## config.mk

```make
export PLATFORM = sky130hd
export DESIGN_NAME = locr8_back
export DESIGN_NICKNAME = d
export VERILOG_FILES = /design/src/hw/rtl/locr8_pkg.sv /design/src/hw/rtl/locr8_back.sv
export SDC_FILE = /design/constraint.sdc
export NUM_CORES = 1
export LEC_CHECK = 0
export ABC_AREA = 1
export ABC_CLOCK_PERIOD_IN_PS = 5400
export BUFFER_PORTS_ARGS = -buffer_cell sky130_fd_sc_hd__buf_4
export CAP_MARGIN = 20
export CORE_MARGIN = 2
export CORE_UTILIZATION = 65
export DETAILED_ROUTE_END_ITERATION = 7
export HOLD_SLACK_MARGIN = 0.05
export PLACE_DENSITY = 0.83
export SLEW_MARGIN = 20
export SYNTH_ARGS = -nofsm -noshare
export SYNTH_HDL_FRONTEND = slang
export SYNTH_SLANG_ARGS = --single-unit
```

## constraint.sdc

```tcl
create_clock -name clk_i -period 5.4 [get_ports clk_i]
set_input_delay 1.62 -clock clk_i [delete_from_list [all_inputs] [get_ports clk_i]]
set_output_delay 1.62 -clock clk_i [all_outputs]
set_load 0.005 [all_outputs]
```

## src/hw/rtl/locr8_pkg.sv

```systemverilog
`default_nettype none
// ----------------------------------------------------------------------------
// locr8_pkg
// Shared types and constants of the layer compositor: fix15 constants,
// the accumulated pixel that travels from the compositor to the output
// converter, and the state encodings of both sides.
// ----------------------------------------------------------------------------
package locr8_pkg;

  localparam logic [15:0] UNITY_FX   = 16'd32768;
  localparam logic [15:0] FIX15_HALF = 16'd16384;
  localparam logic [7:0]  MAX8       = 8'd255;
  localparam logic [15:0] MAX16      = 16'hFFFF;

  // Quotient bits kept by the un-premultiply divider; anything larger
  // saturates the byte anyway.
  localparam int unsigned QBITS = 17;
  localparam int unsigned CNT_W = $clog2(QBITS);
  localparam int unsigned NCHAN = 3;

  typedef struct packed {
    logic [15:0] red;
    logic [15:0] green;
    logic [15:0] blue;
    logic [15:0] alpha;
  } pix_t;

  typedef enum logic {
    F_IDLE,
    F_BLEND
  } f_state_e;

  typedef enum logic [1:0] {
    B_IDLE,
    B_DIV,
    B_DONE
  } b_state_e;

endpackage
`default_nettype wire

```

## src/hw/rtl/locr8_back.sv

```systemverilog
`default_nettype none
// ----------------------------------------------------------------------------
// locr8_back
// Un-premultiplies a queued pixel with three bit-serial dividers, scales
// to 8 bits and holds the result in the output register.
// ----------------------------------------------------------------------------
module locr8_back (
  input  wire logic            clk_i,
  input  wire logic            rst_ni,
  input  wire logic            empty_i,
  input  wire locr8_pkg::pix_t pix_i,
  output logic                 pop_o,
  output logic                 valid_o,
  input  wire logic            stall_i,
  output logic [7:0]           red_out_o,
  output logic [7:0]           green_out_o,
  output logic [7:0]           blue_out_o,
  output logic [7:0]           alpha_out_o
);
  import locr8_pkg::*;

  localparam logic [CNT_W-1:0] LAST_STEP = CNT_W'(QBITS - 1);

  b_state_e state_q, state_d;
  logic [CNT_W-1:0] cnt_q, cnt_d;
  logic [15:0]      den_q;
  logic [15:0]      rem_q [NCHAN];
  logic [QBITS-1:0] nq_q  [NCHAN];
  logic             sat_q [NCHAN];
  logic             out_valid_q;
  logic [7:0]       byte_q [NCHAN];
  logic [7:0]       alpha_out_q;

  logic        load, step, emit;
  logic [15:0] chan  [NCHAN];
  logic [30:0] num   [NCHAN];
  logic [16:0] trial [NCHAN];
  logic        ge    [NCHAN];
  logic [25:0] scaled [NCHAN];
  logic [7:0]  byte_c [NCHAN];
  logic [23:0] amul;

  assign chan[0] = pix_i.red;
  assign chan[1] = pix_i.green;
  assign chan[2] = pix_i.blue;

  // next state
  always_comb begin
    state_d = state_q;
    case (state_q)
      B_IDLE: if (!empty_i) state_d = B_DIV;
      B_DIV:  if (cnt_q == LAST_STEP) state_d = B_DONE;
      B_DONE: if (!out_valid_q || !stall_i) state_d = B_IDLE;
      default: state_d = B_IDLE;
    endcase
  end

  // outputs
  always_comb begin
    load = 1'b0;
    step = 1'b0;
    emit = 1'b0;
    case (state_q)
      B_IDLE: load = !empty_i;
      B_DIV:  step = 1'b1;
      B_DONE: emit = !out_valid_q || !stall_i;
      default: begin
        load = 1'b0;
        step = 1'b0;
        emit = 1'b0;
      end
    endcase
  end

  assign pop_o = load;
  assign cnt_d = load ? '0 : (step ? cnt_q + 1'b1 : cnt_q);

  always_comb begin
    for (int i = 0; i < NCHAN; i++) begin
      num[i]   = {chan[i], 15'd0} + {16'd0, pix_i.alpha[15:1]};
      trial[i] = {rem_q[i], nq_q[i][QBITS-1]};
      ge[i]    = (trial[i] >= {1'b0, den_q});
      scaled[i] = 26'(nq_q[i]) * 26'(MAX8) + 26'(FIX15_HALF);
      if (den_q == '0) byte_c[i] = '0;
      else if (sat_q[i] || (scaled[i][25:15] > 11'(MAX8))) byte_c[i] = MAX8;
      else byte_c[i] = scaled[i][22:15];
    end
    amul = 24'(den_q) * 24'(MAX8) + 24'(FIX15_HALF);
  end

  always_ff @(posedge clk_i or negedge rst_ni) begin
    if (!rst_ni) begin
      state_q     <= B_IDLE;
      cnt_q       <= '0;
      out_valid_q <= 1'b0;
    end else begin
      state_q <= state_d;
      cnt_q   <= cnt_d;
      if (emit) out_valid_q <= 1'b1;
      else if (!stall_i) out_valid_q <= 1'b0;
    end
  end

  always_ff @(posedge clk_i) begin
    if (load) begin
      den_q <= pix_i.alpha;
      for (int i = 0; i < NCHAN; i++) begin
        // quotient at or above 2^17 saturates; otherwise the high part
        // starts below the divisor
        sat_q[i] <= ({2'b00, num[i][30:17]} >= pix_i.alpha);
        rem_q[i] <= {2'b00, num[i][30:17]};
        nq_q[i]  <= num[i][16:0];
      end
    end else if (step) begin
      for (int i = 0; i < NCHAN; i++) begin
        rem_q[i] <= ge[i] ? 16'(trial[i] - {1'b0, den_q}) : trial[i][15:0];
        nq_q[i]  <= {nq_q[i][QBITS-2:0], ge[i]};
      end
    end
    if (emit) begin
      for (int i = 0; i < NCHAN; i++) byte_q[i] <= byte_c[i];
      alpha_out_q <= amul[23:16];
    end
  end

  assign valid_o     = out_valid_q;
  assign red_out_o   = byte_q[0];
  assign green_out_o = byte_q[1];
  assign blue_out_o  = byte_q[2];
  assign alpha_out_o = alpha_out_q;

`ifndef SYNTHESIS
  a_div_ends: assert property (@(posedge clk_i) disable iff (!rst_ni)
    (state_q == B_DIV && cnt_q == LAST_STEP) |=> (state_q == B_DONE))
    else $error("divider did not finish after last step");
`endif

endmodule
`default_nettype wire

```

# Yosys cells after proc, flatten, opt, wreduce, memory -nomap -nowiden
# Memory sizes are Yosys's and may differ from the RTL's.
# Index checks and enable logic that the tools add are counted.
# Widths: inputs -> output; s select.
# classes
add_sub_neg,11
mul,4
div_mod_pow,0
order_cmp,9
n_eq_ne,7
shifts,0
n_mux,33
n_bitwise,6
reduce_logical,11
# op_table
operator,count
$mux 16,6
$add 31x15->31,3
$add 25x15->26 const B,3
$mul 17x8->25 const B,3
$ge 17x16->1,3
$mux 17,3
$ge 14x16->1,3
$mux 8,6
$sub 16x16->16,3
$gt 11x8->1 const B,3
$add 24x15->24 const B,1
$mul 16x8->24 const B,1
$logic_not 16->1,1
$mux 1,12
$mux 5,2
$mux 2,3
$ne 2x2->1 const B,3
$or 1x1->1,6
$pmux 2 s3,1
$add 5x1->5 const B,1
$eq 5x5->1 const B,1
$logic_or 1x1->1,4
$logic_not 1->1,3
$reduce_and 3->1,1
other kinds (5),5
# word_totals
register_bits,32
latch_bits,0
ramBits,126
rom_bits,0
inputBits,68
output_inout_bits,34
n_memories,4
# mem_list
name,words,word_bits,read_ports,rd_clocked_by_memory_dff,wr,line,text
nq_q,3,17,3,0,3,locr8_back.sv:28,logic [QBITS-1:0] nq_q [NCHAN];
rem_q,3,16,3,0,3,locr8_back.sv:27,logic [15:0] rem_q [NCHAN];
byte_q,3,8,3,0,3,locr8_back.sv:31,logic [7:0] byte_q [NCHAN];
sat_q,3,1,3,0,3,locr8_back.sv:29,logic sat_q [NCHAN];

# Logic depth before layout (Yosys ltp)
# depth
word_depth,6
depth_mapped,24
depth_no_buf,24

# Least setup slack after synthesis
# OpenSTA, ideal clock, no wires.
# synth_timing
path_kind,input -> register
start,input port empty_i
end,memory nq_q[0][0] (enable)
setup_ns,0.454
arrival_ns,4.709
slack_ns,0.237
cell_stages,3
path_cell_list,nor2_1 -> nor2_1 -> inv_1
# synth_lines
element,line,text
from (decl),locr8_back.sv:10,"input wire logic empty_i,"
to (decl),locr8_back.sv:28,

==> summary.md <==
| Metric | Value |
|---|---|
| Status | `finished clean` |
| CTS Buf Count | `17` |
| Via-per-instance ratio | `about 5.6` |
| Clock Sinks | `158` |
| CTS tree | `built` |
| Remaining DRCs | `0` |
| Met1 wire length | `24.8 mm` |
| Mapped Nets | `3618` |
| Min-delay src | `cnt_q[4]` |
| Wire per inst | `17.3 um` |
| Initial antenna violation count | `0` |
| Post-synthesis sequential area ratio | `19.4%` |
| WL met3 | `about 4.9 mm` |
| Wire length of the first global-routing pass | `99.3 mm` |
| Final Slew Violations | `0` |
| Clk slew on worst S/H paths | `0.07 ns` |
| FF-to-FF End | `byte_q[0][19]` |
| FF-to-FF Start | `nq_q[0][48]` |
| Async set-reset flop share out of synthesis | `5.06%` |
| Req. time, crit path | `5.62 ns` |
| Largest net degree at the start of global routing | `64` |
| Cts repair resizes | `0` |
| Detailed Routing Iterations Pass 1 | `7` |
| CP Capture Type | `register` |
| Hold Path Sink | `cnt_q[4]` |
| Row cnt | `70` |
| Max layer used | `met4` |
| Ys Warns | `0` |
| Boundary Pins | `102` |
| Worst Hold Class | `reg -> reg` |
| Share of layout cells above drive strength 1 | `5.89%` |
| GRT Overall Usage | `32.6%` |
| DIE HEIGHT | `approximately 200 um` |
| Critical-path top delay cell | `fa_1` |
| Hold depth | `2` |
| I/O Buffers | `101` |
| Gate Count Post-Synth | `about 3000` |
| Yosys top cell area share | `24.1%` |
| Finish-stage setup viols | `0` |
| # Post-CTS Setup Buffers | `0` |
| EDFF count, synth | `150` |
| Die Area | `38800 um2` |
| Antenna diode count | `0` |
| Post-DRT Antenna Nets | `0` |
| WP buf/inv | `5` |
| CP dominant cell by count | `inv_1` |
| Hold Buf Count CTS | `0` |
| Ys flop type | `edfxtp_1` |
| First DRT Iteration DRCs | `1617` |
| CP Max Fanout | `8` |
| Routed Wire Length | `60.8 mm` |
| Starting Density | `roughly two thirds` |
| Avg Cell Area, Syn | `8.26 um2` |
| Clk_lat worst skew | `approximately 0.47 ns` |
| RSZ-0062 raised after global routing | `false` |
| Sequential cell area | `4700 um2` |
| Area Growth Syn to Fin | `7.76%` |
| GRT overflow | `0` |
| Clock Path Buffers | `2` |
| Worst setup path class | `reg -> reg` |
| Post-layout net count | `3716` |
| Core area | `36600 um2` |
| Routed wl met2 | `28.7 mm` |
| Least-Margin Pin Slew | `around 1.0 ns` |
| Crit path largest cell delay | `0.56 ns` |
| Setup_tns | `0 ns` |
| Max Freq | `200 MHz` |
| CTS H-tree depth | `4` |
| Hpwl dp | `49.7 mm` |
| Final period util | `about 93%` |
| Top area cells in the synthesized netlist | `fa_1 (24%), edfxtp_1 (19%), ha_1 (17%)` |
| Slew HR | `between 30% and 40%` |
| Final Hold Viols | `0` |
| Vias | `19700` |
| Reg2Reg Depth | `19` |
| Flop-to-flop setup slack | `0.39 ns` |
| Final Skew | `0.0139 ns` |
| Max-Cap Viols | `0` |
| Yosys reg bits | `158` |
| Top delay family on crit path | `adder cells` |
| Worst path cell trace | `inv_1 -> fa_1 -> inv_1 -> fa_1 -> inv_1 -> fa_1 -> fa_1 -> inv_1 -> ha_1 -> a21oi_1 -> o21ai_0 -> a21oi_1 -> nand3_1 -> nand2_1 -> nand2_1 -> nor2_2 -> nand3_1 -> nand2_1 -> inv_1` |
| GPL Wtd Cong | `0.969` |
| CP Launch Type | `register` |
| Die Wd | `197 um` |
| Number of global-route vias before repair | `20200` |
| Library cells used by synthesis | `47` |
| Fin crit period | `5.01 ns` |
| Clock root cell | `clkbuf_16` |
| Area leader, netlist | `fa_1` |
| Mapped Area | `24200 um2` |
| Fillers | `~2900` |
| Multi-input logic area | `16600 um2` |
| Worst path arrival time | `5.23 ns` |
[per-stage QoR]
| step | util, % | hold WS (ns) | worst slack [ns] | instance area, um2 | instances |
|---|---|---|---|---|---|
| global placement | 69.6 | 0.535 | 0.539 | 25500 | 3477 |
| global route | 71.2 | 0.593 | 0.0661 | 26100 | 3509 |
| CTS | 71.2 | 0.557 | 0.429 | 26100 | 3509 |
| detailed placement | 69.6 | 0.537 | 0.441 | 25500 | 3477 |
| finish | 71.2 | 0.556 | 0.391 | 26100 | 3509 |
| floorplan | - | 0.505 | 0.237 | 24200 | 2930 |
[cells by family (layout without fill, tap and decap cells)]
logic type      Yosys count  after routing  share of synthesized area, %
compound gates          305            305                          7.22
simple gates           1013           1013                          17.9
xor+xnor                 58             58                          2.10
flops                   158            158                          19.4
buf+inv                 776            887                          12.2
fa+ha+maj               620            620                          41.1
[routing by layer]
metal	GRT usage, %	vias up
met4	12.9	0
li1	-	9352
met1	42.2	9371
met3	7.02	183
met2	53.9	796
met5	0	-
[placed cells by master (no fill, tap or decap), drive strengths merged, types with 2 or more instances in the layout]
master and count:
nor2 144, o21bai 4, nand3 146, and2 4, a211oi 4, bufinv 2
xnor2 30, nand2 620, a21boi 10, edfxtp 150, clkinvlp 2, fa 291
nand4 42, a21oi 147, or2 4, a21o 13, clkbuf 17, o22ai 3
o2111ai 3, dfrtp 8, xor2 28, o21ai 106, nand3b 24, o221ai 3
nor4 8, ha 329, buf 107, clkinv 4, nor3 20, inv 755
o21a 9
[how the worst max path moves through the flow]
| stage | startpoint | endpoint | slack (ns) | depth (start not counted) |
|---|---|---|---|---|
| floorplan | empty_i | nq_q[0][0] | 0.24 | 3 |
| global placement | nq_q[0][48] | byte_q[0][18] | 0.54 | 19 |
| detailed placement | nq_q[0][47] | byte_q[0][19] | 0.44 | 19 |
| CTS | nq_q[0][48] | byte_q[0][19] | 0.43 | 19 |
| global route | nq_q[0][47] | byte_q[0][19] | 0.07 | 19 |
| finish | nq_q[0][48] | byte_q[0][19] | 0.39 | 19 |
[state kept, by name, indices dropped and copies added, names as in the netlist]
register	cells
nq_q	51
state_q	2
den_q	16
sat_q	3
alpha_out_o	8
valid_o	1
byte_q	24
rem_q	48
cnt_q	5
[layout make-up]
| class | count | share of cell area, % |
|---|---|---|
| inverter | 748 | 10.8 |
| clock buffer | 17 | 1.63 |
| tap | 468 | 2.25 |
| sequential | 158 | 18.0 |
| multi-input combinational | 1996 | 63.5 |
| clock inverter | 15 | 0.672 |
| timing repair buffer | 107 | 3.13 |
[synth_stat cells (3+ instances only)]
library cell,count
a21boi_0,9
a21o_1,13
a21oi_1,140
a21oi_2,7
and2_1,4
buf_1,5
buf_2,4
buf_4,4
buf_6,3
clkbuf_1,12
dfrtp_1,8
edfxtp_1,150
fa_1,291
ha_1,329
inv_1,744
inv_2,4
nand2_1,614
nand2_4,5
nand3_1,143
nand3_2,3
nand3b_1,24
nand4_1,42
nor2_1,139
nor2_4,3
nor3_1,18
nor4_1,8
o2111ai_1,3
o21a_1,9
o21ai_0,104
o21bai_1,4
o221ai_1,3
o22ai_1,3
or2_2,4
xnor2_1,30
xor2_1,28
[worst register-to-register path, cell delays in order (launching register included)]
cell      delay, ns
edfxtp_1       0.49
inv_1          0.17
fa_1           0.56
inv_1          0.08
fa_1           0.54
inv_1          0.06
fa_1           0.49
fa_1           0.56
inv_1          0.05
ha_1           0.37
a21oi_1        0.24
o21ai_0        0.17
a21oi_1        0.22
nand3_1        0.12
nand2_1        0.08
nand2_1        0.06
nor2_2         0.27
nand3_1        0.12
nand2_1        0.09
inv_1          0.06
Power is not shown: default switching activity piles up to over one toggle a cycle in this logic, so the estimate is an artifact.
