### src/hw/rtl/locr8_pkg.sv
`default_nettype none
// ----------------------------------------------------------------------------
// locr8_pkg
// Shared types and constants of the layer compositor: fix15 constants,
// the accumulated pixel that travels from the compositor to the output
// converter, and the state encodings of both sides.
// ----------------------------------------------------------------------------
package locr8_pkg;

  localparam logic [15:0] UNITY_FX   = 16'd32768;
  localparam logic [15:0] FIX15_HALF = 16'd16384;
  localparam logic [7:0]  MAX8       = 8'd255;
  localparam logic [15:0] MAX16      = 16'hFFFF;

  // Quotient bits kept by the un-premultiply divider; anything larger
  // saturates the byte anyway.
  localparam int unsigned QBITS = 17;
  localparam int unsigned CNT_W = $clog2(QBITS);
  localparam int unsigned NCHAN = 3;

  typedef struct packed {
    logic [15:0] red;
    logic [15:0] green;
    logic [15:0] blue;
    logic [15:0] alpha;
  } pix_t;

  typedef enum logic {
    F_IDLE,
    F_BLEND
  } f_state_e;

  typedef enum logic [1:0] {
    B_IDLE,
    B_DIV,
    B_DONE
  } b_state_e;

endpackage
`default_nettype wire

### src/hw/rtl/locr8_queue.sv
`default_nettype none
// ----------------------------------------------------------------------------
// locr8_queue
// Short FIFO of accumulated pixels between compositor and converter.
// ----------------------------------------------------------------------------
module locr8_queue #(
  parameter int unsigned DEPTH = 2
) (
  input  wire logic            clk_i,
  input  wire logic            rst_ni,
  input  wire logic            push_i,
  input  wire locr8_pkg::pix_t push_pix_i,
  input  wire logic            pop_i,
  output locr8_pkg::pix_t      pop_pix_o,
  output logic                 full_o,
  output logic                 empty_o
);
  import locr8_pkg::*;

  localparam int unsigned PTR_W = (DEPTH > 1) ? $clog2(DEPTH) : 1;
  localparam int unsigned CNT_W_Q = $clog2(DEPTH + 1);
  localparam logic [PTR_W-1:0]   LAST_PTR = PTR_W'(DEPTH - 1);
  localparam logic [CNT_W_Q-1:0] FULL_CNT = CNT_W_Q'(DEPTH);

  pix_t mem_q [DEPTH];
  logic [PTR_W-1:0]   wr_q, wr_d, rd_q, rd_d;
  logic [CNT_W_Q-1:0] cnt_q, cnt_d;

  assign full_o    = (cnt_q == FULL_CNT);
  assign empty_o   = (cnt_q == '0);
  assign pop_pix_o = mem_q[rd_q];

  always_comb begin
    wr_d  = wr_q;
    rd_d  = rd_q;
    cnt_d = cnt_q;
    if (push_i) wr_d = (wr_q == LAST_PTR) ? '0 : wr_q + 1'b1;
    if (pop_i)  rd_d = (rd_q == LAST_PTR) ? '0 : rd_q + 1'b1;
    if (push_i && !pop_i) cnt_d = cnt_q + 1'b1;
    else if (pop_i && !push_i) cnt_d = cnt_q - 1'b1;
  end

  always_ff @(posedge clk_i or negedge rst_ni) begin
    if (!rst_ni) begin
      wr_q  <= '0;
      rd_q  <= '0;
      cnt_q <= '0;
    end else begin
      wr_q  <= wr_d;
      rd_q  <= rd_d;
      cnt_q <= cnt_d;
    end
  end

  always_ff @(posedge clk_i) begin
    if (push_i) mem_q[wr_q] <= push_pix_i;
  end

`ifndef SYNTHESIS
  a_no_overflow: assert property (@(posedge clk_i) disable iff (!rst_ni)
    push_i |-> !full_o)
    else $error("pixel pushed into full queue");
  a_no_underflow: assert property (@(posedge clk_i) disable iff (!rst_ni)
    pop_i |-> !empty_o)
    else $error("pixel popped from empty queue");
`endif

endmodule
`default_nettype wire

### config.mk
export PLATFORM = sky130hd
export DESIGN_NAME = locr8_queue
export DESIGN_NICKNAME = d
export VERILOG_FILES = /design/src/hw/rtl/locr8_pkg.sv /design/src/hw/rtl/locr8_queue.sv
export SDC_FILE = /design/constraint.sdc
export NUM_CORES = 1
export LEC_CHECK = 0
export BUFFER_PORTS_ARGS = -buffer_cell sky130_fd_sc_hd__buf_4
export CORE_ASPECT_RATIO = 0.6
export CORE_MARGIN = 3
export CORE_UTILIZATION = 52
export DETAILED_ROUTE_END_ITERATION = 8
export HOLD_SLACK_MARGIN = 0.02
export PLACE_DENSITY = 0.81
export SYNTH_ARGS = -nofsm -noshare
export SYNTH_HDL_FRONTEND = slang
export SYNTH_SLANG_ARGS = --single-unit
export TNS_END_PERCENT = 1
### constraint.sdc
create_clock -name clk_i -period 4.66 [get_ports clk_i]
set_input_delay 0.233 -clock clk_i [delete_from_list [all_inputs] [get_ports clk_i]]
set_output_delay 0.233 -clock clk_i [all_outputs]
set_load 0.02 [all_outputs]
After elaboration in Yosys (flattened, before gate mapping)
Memories as Yosys holds them, arrays and structs flattened.
Index checks and enable logic that the tools add are counted.
{"block": "totals", "regBits": 4, "ram_bits": 128, "input_bits": 68, "output_inout_bits": 66, "wordCells": 21, "n_memories": 1}
{"block": "op_classes", "n_addsub": 4, "n_eq_ne": 1, "n_mux": 6, "n_reduce_logical": 6}
{"memory": "mem_q", "depth": 2, "width": 64, "read_ports": 1, "rd_ports_with_merged_regs": 0, "write_ports": 1, "line": "locr8_queue.sv:25", "rtl": "pix_t mem_q [DEPTH];"}
{"operator": "1-bit two-way mux", "count": 4}
{"operator": "2-bit two-way mux", "count": 2}
{"operator": "1-bit adder, second input constant", "count": 2}
{"operator": "2-bit by 1-bit adder with 2-bit output, second input constant", "count": 1}
{"operator": "2-bit equality test, second input constant", "count": 1}
{"operator": "1-bit logical AND", "count": 2}
{"operator": "1-bit zero test", "count": 2}
{"operator": "2-bit zero test", "count": 1}
{"operator": "2-bit nonzero test", "count": 1}
{"operator": "2-bit by 1-bit subtractor with 2-bit output, second input constant", "count": 1}

Depth between registers and ports, before layout
Gate-level depths: netlist (run 1).
{"block": "logic_depth", "depth_word": 4, "ltp_mapped": 5, "depth_no_buf": 5}

Worst setup path before layout (run 1)
No wires, ideal clock.
{"block": "synth_timing", "path_type": "register to register", "start": "register wr_q", "end": "memory mem_q[0][0] (netlist bit) (enable)", "setup_ns": 0.494, "arrival_time_ns": 3.247, "slack_ns": 0.919, "stages_incl_launch_ff": 2, "n_path_buf": 0, "path_cell_list": "dfrtp_1 > nor2b_1"}
{"item": "start: declaration", "line": "locr8_queue.sv:26", "rtl": "logic [PTR_W-1:0] wr_q, wr_d, rd_q, rd_d;"}
{"item": "start signal: assignment", "line": "locr8_queue.sv:49", "rtl": "wr_q <= wr_d;"}
{"item": "end: declaration", "line": "locr8_queue.sv:25"}
Straight into the memory's write port.

==> results.sh, run 1 <==
export IMPL_viasPerCell=4.77
export IMPL_hold_viol=0
export IMPL_dp_hpwl_um=5940
export IMPL_clock_sink_count=132
export IMPL_drt_wl_total_um=10000
export IMPL_wl_per_cell_um=17.6
export IMPL_wl_met3_um=805
export IMPL_syn_area_sq_um=5010
export IMPL_synth_top_family_by_area="multiplexers"
export IMPL_layout_setup_ws_ns=2.18
export IMPL_fin_crit_ns=2.48
export IMPL_cts_inserted_buffers=17
export IMPL_grt_overflow_total=0
export IMPL_areaGrowthSynthToFinish_pct=46.9
export IMPL_maxCapViolations=0
export IMPL_path_cells="mux2_2 > buf_4"
export IMPL_synth_xor_area_frac=0.00874
export IMPL_period_share=0.533
export IMPL_cts_resized=0
export IMPL_worstSetupEndpointType="primary output"
export IMPL_fin_util=0.792
export IMPL_status="completed"
export IMPL_critical_path_buf_inv_count=1
export IMPL_fin_nets=497
export IMPL_yosys_warnings=0
export IMPL_start_kind="flop"
export IMPL_grt_antenna_before_repair=0
export IMPL_drt_iter0_drc=133
export IMPL_drive_gt1_frac=0.517
export IMPL_synth_fa_ha_area_frac=0.00250
export IMPL_root_buffer="clkbuf_16"
export IMPL_setup_violations=0
export IMPL_grt_total_usage=0.195
export IMPL_h_tree_depth=4
export IMPL_syn_inst=215
export IMPL_syn_num_nets=284
export IMPL_die_h_um=82.0
export IMPL_p_per_area_nw_per_um2=611
export IMPL_fin_setup_tns_ns=0
export IMPL_pre_cts_slack_ns=2.56
export IMPL_ant_nets=0
export IMPL_wl_met2_um=4960
export IMPL_regArea_sq_um=3950
export IMPL_grt_max_degree=66
export IMPL_path_max_fanout=65
export IMPL_finalWeightedCongestion=0.769
export IMPL_clock_skew_ns=0.00480
export IMPL_synth_compound_area_frac=0
export IMPL_routed_top_layer="met4"
export IMPL_synth_cell_types=13
export IMPL_ir_drop_mv=0.579
export IMPL_critPathKind="flop to primary output"
export IMPL_critPathTopFamily="flip-flops"
export IMPL_finalPower_mw=4.50
export IMPL_dp_cells=473
export IMPL_cp_slowest_stage_delay_ns=1.17
export IMPL_dieArea_sq_um=10900
export IMPL_nFillCells=483
export IMPL_cp_data_arrival_time_ns=2.25
export IMPL_slowest_stage="dfrtp_4"
export IMPL_synth_seq_cells=132
export IMPL_wirelength_met1_um=4160
export IMPL_p_leak_nw=2.96
export IMPL_synthSimpleGateAreaFrac=0.00524
export IMPL_fmax_mhz=402
export IMPL_postCtsSetupRepairBufs=0
export IMPL_hold_slack_ns=0.0453
export IMPL_clkLatencyLatePin_ns=0.40
export IMPL_cts_tree="done"
export IMPL_maxSlewHeadroom=0.226
export IMPL_first_pass_iters=4
export IMPL_slew_viol_final=0
export IMPL_synth_area_mux_share=0.181
export IMPL_final_cells=571
export IMPL_crit_required_ns=4.43
export IMPL_hold_buffers=66
export IMPL_drc=0
export IMPL_num_antenna_cells=0
export IMPL_io_pins=134
export IMPL_ys_seq_area_frac=0.787
export IMPL_die_width_um=133
export IMPL_initial_core_util=0.539
export IMPL_rows=27
export IMPL_vias=2722
export IMPL_clkSlewWorstSetupHoldPaths_ns=0.05
export IMPL_dpl_cell_area_sq_um=6130
export IMPL_core_sq_um=9290
export IMPL_multi_input_area_sq_um=1000
export IMPL_synthesis_area_per_instance_sq_um=23.3
export IMPL_portBuffers=133
export IMPL_grt_pass1_vias=2990
export IMPL_hp_class="input port to flop"
export IMPL_grt_pass1_wl_um=15400
export IMPL_rsz0062_at_grt="no"
export IMPL_tightest_slew_ns=1.16
export IMPL_clock_path_buffers=2
export IMPL_final_cell_area_sq_um=7360
## kinds of logic (layout without fill, tap and decap cells)
logic type                 count (synthesis)  after routing
DFF                                      132            132
muxes                                     64             64
buffers and inverters                      8            234
xor gates and xnor gates                   5              5
and+or+nand+nor                            5              5
adders and majority gates                  1              1
## final timing paths
kind | from | to | slack (ns) | cells after the start
max in group asynchronous | rst_ni | rd_q$_DFFE_PN0P_ | 4.38 | 2
setup reg to reg | wr_q$_DFFE_PN0P_ | mem_q[0][0]$_DFFE_PP_ | 2.60 | 2
hold reg to reg | cnt_q[1]$_DFFE_PN0P_ | cnt_q[1]$_DFFE_PN0P_ | 0.49 | 1
hold / removal | push_i | wr_q$_DFFE_PN0P_ | 0.05 | 2
setup / recovery | rd_q$_DFFE_PN0P_ | pop_pix_o[48] | 2.18 | 2
min in group asynchronous | rst_ni | rd_q$_DFFE_PN0P_ | 0.17 | 2
## cell usage in the layout (no fill, tap or decap), types with 2 or more instances in the layout
| cell type | Yosys | routed |
|---|---|---|
| clkinvlp_4 | 0 | 2 |
| buf_4 | 0 | 135 |
| dfrtp_1 | 4 | 3 |
| dlygate4sd3_1 | 0 | 66 |
| clkinv_1 | 0 | 4 |
| nor2_1 | 2 | 2 |
| xor2_1 | 4 | 4 |
| clkbuf_16 | 0 | 17 |
| mux2_2 | 14 | 14 |
| clkbuf_1 | 0 | 2 |
| bufinv_16 | 0 | 3 |
| edfxtp_1 | 128 | 128 |
| clkinv_2 | 0 | 4 |
| mux2_4 | 50 | 50 |
## cells in the mapped netlist (all sizes together)
| library cell | number | area, sq um |
|---|---|---|
| xnor2 | 1 | 8.76 |
| mux2 | 64 | 908 |
| dfrtp | 4 | 100 |
| xor2 | 4 | 35.0 |
| nor2b | 2 | 12.5 |
| buf | 7 | 72.6 |
| ha | 1 | 12.5 |
| inv | 1 | 3.75 |
| and2 | 1 | 6.26 |
| edfxtp | 128 | 3840 |
| nor2 | 2 | 7.51 |
## layer usage
metal	global-route usage	vias up
met5	0	-
met4	0.0851	0
met3	0.0851	11
met2	0.322	117
met1	0.228	1320
li1	-	1274
## registers in the layout (all words and copies together) (netlist names)
name	cells
rd_q	1
cnt_q	2
mem_q	128
wr_q	1
## area by class of cell
cell class / instances / area share
repair buffers: 201 / 0.227
clock inverters: 13 / 0.0190
flip-flops and latches: 132 / 0.536
well taps: 130 / 0.0221
multi-input cells: 75 / 0.136
inverters: 1 / 0.000510
clock buffers: 19 / 0.0588
## where the power goes
part	internal (mW)	switching, mW	leakage, nW
clock	0.828	0.455	0.276
combinational	0.770	0.650	1.44
sequential	1.58	0.213	1.25
No activity file was read; power rests on OpenSTA's default activity.
==> inputs of run 2 (changes only) <==
--- a/config.mk
+++ b/config.mk
@@ -8,10 +8,10 @@
 export BUFFER_PORTS_ARGS = -buffer_cell sky130_fd_sc_hd__buf_4
 export CORE_ASPECT_RATIO = 0.6
 export CORE_MARGIN = 3
-export CORE_UTILIZATION = 52
+export CORE_UTILIZATION = 47
 export DETAILED_ROUTE_END_ITERATION = 8
 export HOLD_SLACK_MARGIN = 0.02
-export PLACE_DENSITY = 0.81
+export PLACE_DENSITY = 0.77
 export SYNTH_ARGS = -nofsm -noshare
 export SYNTH_HDL_FRONTEND = slang
 export SYNTH_SLANG_ARGS = --single-unit
==> constraint.sdc (replaced) <==
create_clock -name clk_i -period 2.1 [get_ports clk_i]
set_input_delay 0.105 -clock clk_i [delete_from_list [all_inputs] [get_ports clk_i]]
set_output_delay 0.105 -clock clk_i [all_outputs]
set_load 0.02 [all_outputs]
==> results.sh, run 2 (synthesis results as in run 1) <==
export IMPL_hp_class="input port to flop"
export IMPL_io_pins=134
export IMPL_routed_top_layer="met4"
export IMPL_cts_inserted_buffers=17
export IMPL_hold_slack_ns=0.425
export IMPL_regArea_sq_um=3950
export IMPL_dpl_cell_area_sq_um=6190
export IMPL_grt_total_usage=0.177
export IMPL_worstSetupEndpointType="primary output"
export IMPL_final_cell_area_sq_um=7500
export IMPL_rows=28
export IMPL_clock_path_buffers=2
export IMPL_crit_required_ns=2.00
export IMPL_fin_crit_ns=1.89
export IMPL_tightest_slew_ns=0.461
export IMPL_grt_antenna_before_repair=0
export IMPL_cp_data_arrival_time_ns=1.79
export IMPL_initial_core_util=0.495
export IMPL_clkSlewWorstSetupHoldPaths_ns=0.06
export IMPL_critPathKind="flop to primary output"
export IMPL_drc=0
export IMPL_grt_pass1_wl_um=15900
export IMPL_first_pass_iters=4
export IMPL_root_buffer="clkbuf_16"
export IMPL_path_max_fanout=14
export IMPL_rr_worst_depth=2
export IMPL_viasPerCell=4.79
export IMPL_fin_util=0.741
export IMPL_regToRegEndpoint="mem_q[1][52]$_DFFE_PP_"
export IMPL_wl_met3_um=692
export IMPL_fmax_mhz=529
export IMPL_start_kind="flop"
export IMPL_clock_skew_ns=0.00638
export IMPL_setup_violations=0
export IMPL_grt_overflow_total=0
export IMPL_path_cells="buf_4 > mux2_2 > buf_4"
export IMPL_die_h_um=86.0
export IMPL_status="completed"
export IMPL_num_antenna_cells=0
export IMPL_fin_setup_tns_ns=0
export IMPL_p_per_area_nw_per_um2=1370
export IMPL_fin_nets=506
export IMPL_h_tree_depth=4
export IMPL_ir_drop_mv=0.928
export IMPL_dieArea_sq_um=12000
export IMPL_slew_viol_final=0
export IMPL_period_share=0.901
export IMPL_cp_startpoint="rd_q$_DFFE_PN0P_"
export IMPL_grt_pass1_vias=2980
export IMPL_portBuffers=133
export IMPL_drive_gt1_frac=0.531
export IMPL_cp_slowest_stage_delay_ns=0.56
export IMPL_wl_per_cell_um=17.6
export IMPL_multi_input_area_sq_um=1000
export IMPL_maxCapViolations=0
export IMPL_largest_registers="mem_q: 128 flops, cnt_q: 2 flops"
export IMPL_clock_sink_count=132
export IMPL_min_to="mem_q[0][56]$_DFFE_PP_"
export IMPL_r2r_setup_slack_ns=0.73
export IMPL_p_leak_nw=3.04
export IMPL_regMostFlops="mem_q"
export IMPL_core_sq_um=10100
export IMPL_nFillCells=577
export IMPL_cts_resized=0
export IMPL_dp_hpwl_um=6260
export IMPL_min_from="push_pix_i[56]"
export IMPL_maxSlewHeadroom=0.693
export IMPL_clkLatencyLatePin_ns=0.40
export IMPL_rsz0062_at_grt="no"
export IMPL_ant_nets=0
export IMPL_hold_viol=0
export IMPL_grt_max_degree=34
export IMPL_drt_iter0_drc=156
export IMPL_drt_wl_total_um=10300
export IMPL_final_common_cell="buf_4"
export IMPL_r2r_start="wr_q$_DFFE_PN0P_"
export IMPL_finalWeightedCongestion=0.747
export IMPL_areaGrowthSynthToFinish_pct=49.7
export IMPL_wl_met2_um=4850
export IMPL_final_cell_mix="buf_4 (140), edfxtp_1 (128), dlygate4sd3_1 (68)"
export IMPL_wirelength_met1_um=4610
export IMPL_largest_register_ffs=128
export IMPL_whs_path_depth=2
export IMPL_slowest_stage="dfrtp_4"
export IMPL_cts_tree="done"
export IMPL_die_width_um=139
export IMPL_crit_top_cell="buf_4"
export IMPL_vias=2801
-- run 2: cell types whose count changed in the layout (fill, tap and decap cells not counted) --
cell           change
buf_8              +1
bufinv_16          +1
clkinv_1           -2
buf_4              +5
dlygate4sd3_1      +2
clkbuf_1           -2
buf_12             +1
clkinv_4           +3
-- run 2: critical path, delay by kind of cell, from the launching register on --
kind     cells  cell delay, ns
flops        1            0.56
buf+inv      2            0.47
mux          1            0.36
-- run 2: layer usage --
layer	track usage	vias up
li1	-	1296
met1	0.229	1378
met2	0.287	114
met3	0.0618	13
met4	0.0533	0
met5	0	-
-- run 2: repair_timing --
item / in CTS / in global routing
hold endpoints to repair: 134 / 0
hold buffers: 68 / 0
setup buffers: 0 / 1
setup endpoints to repair: 0 / 13
-- run 2: through the flow --
stage | cells | total power, mW | setup slack (ns)
after floorplan | 215 | 5.96 | -0.261
after global placement | 484 | 7.10 | 0.467
after detailed placement | 484 | 7.18 | 0.453
after CTS | 584 | 10.3 | 0.0161
after global routing | 585 | 10.7 | 0.125
final | 585 | 10.3 | 0.208
-- run 2: how the worst max path moves through the flow --
stage,to,slack (ns)
floorplan,mem_q[1][0]$_DFFE_PP_,-0.26
global placement,pop_pix_o[49],0.47
finish,pop_pix_o[49],0.21
detailed placement,pop_pix_o[49],0.45
global route,pop_pix_o[49],0.13
CTS,pop_pix_o[49],0.02
-- run 2: area by class of cell --
type / instances / area share
sequential: 132 / 0.526
timing repair buffer: 210 / 0.236
multi-input combinational: 75 / 0.133
clock buffer: 17 / 0.0567
clock inverter: 15 / 0.0252
tap: 135 / 0.0225
inverter: 1 / 0.000500
-- run 2: report_power, final --
group	total, mW	switching, mW	internal [mW]
Combinational	3.55	1.77	1.78
Sequential	3.72	0.213	3.51
Clock	3.01	1.04	1.97
Total	10.3	3.03	7.26
==> inputs of run 3 (changes only) <==
--- a/config.mk
+++ b/config.mk
@@ -12,6 +12,7 @@
 export DETAILED_ROUTE_END_ITERATION = 8
 export HOLD_SLACK_MARGIN = 0.02
 export PLACE_DENSITY = 0.77
+export SETUP_SLACK_MARGIN = 0.4
 export SYNTH_ARGS = -nofsm -noshare
 export SYNTH_HDL_FRONTEND = slang
 export SYNTH_SLANG_ARGS = --single-unit
==> results.sh, run 3 (synthesis results as in run 1) <==
export IMPL_status="completed"
export IMPL_setup_violations=0
export IMPL_wl_per_cell_um=18.4
export IMPL_root_buffer="clkbuf_16"
export IMPL_drt_iter0_drc=111
export IMPL_rows=28
export IMPL_grt_total_usage=0.179
export IMPL_viasPerCell=4.78
export IMPL_grt_overflow_total=0
export IMPL_path_cells="buf_6 > clkbuf_16 > mux2_4 > buf_4"
export IMPL_worstSetupEndpointType="primary output"
export IMPL_die_width_um=139
export IMPL_core_sq_um=10100
export IMPL_cp_slowest_stage_delay_ns=0.50
export IMPL_final_common_cell="edfxtp_1"
export IMPL_vias=2842
export IMPL_largest_register_ffs=128
export IMPL_clkLatencyLatePin_ns=0.40
export IMPL_fin_setup_tns_ns=0
export IMPL_num_antenna_cells=0
export IMPL_fin_crit_ns=1.79
export IMPL_ant_nets=0
export IMPL_drc=0
export IMPL_period_share=0.854
export IMPL_critical_path_buf_inv_count=3
export IMPL_first_pass_iters=4
export IMPL_hold_slack_ns=0.426
export IMPL_start_kind="flop"
export IMPL_drive_gt1_frac=0.540
export IMPL_h_tree_depth=4
export IMPL_finalWeightedCongestion=0.721
export IMPL_grt_pass1_vias=2971
export IMPL_maxSlewHeadroom=0.636
export IMPL_largest_registers="mem_q: 128 flops, cnt_q: 2 flops"
export IMPL_regMostFlops="mem_q"
export IMPL_rsz0062_at_grt="yes"
export IMPL_cts_tree="done"
export IMPL_slew_viol_final=0
export IMPL_clkSlewWorstSetupHoldPaths_ns=0.05
export IMPL_path_max_fanout=6
export IMPL_die_h_um=86.0
export IMPL_clock_path_buffers=2
export IMPL_fmax_mhz=558
export IMPL_initial_core_util=0.495
export IMPL_drt_wl_total_um=10900
export IMPL_fin_nets=515
export IMPL_ir_drop_mv=1.20
export IMPL_grt_max_degree=41
export IMPL_cp_data_arrival_time_ns=1.69
export IMPL_p_per_area_nw_per_um2=1390
export IMPL_clock_skew_ns=0.00503
export IMPL_finalPower_mw=10.7
export IMPL_maxCapViolations=0
export IMPL_hp_class="input port to flop"
export IMPL_hold_viol=0
export IMPL_slowest_stage="dfrtp_4"
export IMPL_cts_inserted_buffers=17
export IMPL_nFillCells=595
export IMPL_areaGrowthSynthToFinish_pct=54.3
export IMPL_dieArea_sq_um=12000
export IMPL_grt_antenna_before_repair=0
export IMPL_clock_sink_count=132
export IMPL_grt_pass1_wl_um=16000
export IMPL_crit_required_ns=2.00
export IMPL_p_leak_nw=3.12
export IMPL_critPathKind="flop to primary output"
export IMPL_critPathTopFamily="flip-flops"
export IMPL_portBuffers=133
export IMPL_io_pins=134
export IMPL_fin_util=0.763
export IMPL_tightest_slew_ns=0.546
export IMPL_final_cell_mix="edfxtp_1 (128), buf_4 (119), dlygate4sd3_1 (68)"
export IMPL_dp_hpwl_um=6120
==> run 3: final timing paths <==
kind	slack [ns]	end	startpoint	depth (start not counted)
hold / removal	0.43	rd_q$_DFFE_PN0P_	pop_i	3
min in group asynchronous	0.60	cnt_q[1]$_DFFE_PN0P_	rst_ni	3
setup reg to reg	0.69	mem_q[0][6]$_DFFE_PP_	wr_q$_DFFE_PN0P_	2
hold reg to reg	0.50	cnt_q[1]$_DFFE_PN0P_	cnt_q[1]$_DFFE_PN0P_	1
setup / recovery	0.31	pop_pix_o[12]	rd_q$_DFFE_PN0P_	4
max in group asynchronous	1.29	rd_q$_DFFE_PN0P_	rst_ni	3
==> run 3: metal layers <==
metal | vias up | track usage | part of all wire
li1 | 1314 | - | -
met4 | 0 | 0.0506 | 0.0079
met3 | 7 | 0.0624 | 0.061
met2 | 112 | 0.292 | 0.50
met5 | - | 0 | 0
met1 | 1409 | 0.232 | 0.43
==> run 3: per-stage QoR <==
stage | setup WS, ns | cell area [sq um] | std cells
after floorplan | 0.303 | 5020 | 215
after global placement | 0.453 | 6180 | 483
after detailed placement | 0.444 | 6180 | 483
after CTS | 0.296 | 7510 | 587
after global routing | 0.269 | 7730 | 594
final | 0.307 | 7730 | 594
==> run 3: where the power goes <==
group / total, mW / leakage, nW / internal, mW / switching (mW)
registers: 3.67 / 1.25 / 3.51 / 0.164
logic: 4.14 / 1.60 / 2.18 / 1.95
clock network: 2.92 / 0.271 / 1.85 / 1.07
==> run 3: layout make-up <==
class                      count  area, sq um  share of cell area
timing repair buffer         219         2020               0.261
sequential                   132         3950               0.511
tap                          135          169              0.0219
multi-input combinational     75         1000               0.129
inverter                       1         3.75            0.000486
clock inverter                14          163              0.0210
clock buffer                  18          429              0.0555
==> run 3: what timing repair did <==
| action | 4_1_cts | 5_1_grt |
|---|---|---|
| hold endpoints to repair | 134 | 0 |
| hold buffers | 68 | 0 |
| setup buffers | 4 | 3 |
| endpoints found under the setup margin | 64 | 64 |
| resized for setup | 0 | 27 |
| gates cloned | 0 | 4 |
==> run 3: worst register-to-register path, cell delays in order (launching register included) <==
cell,delay [ns]
dfrtp_1,0.43
nor2b_4,0.13
buf_4,0.46
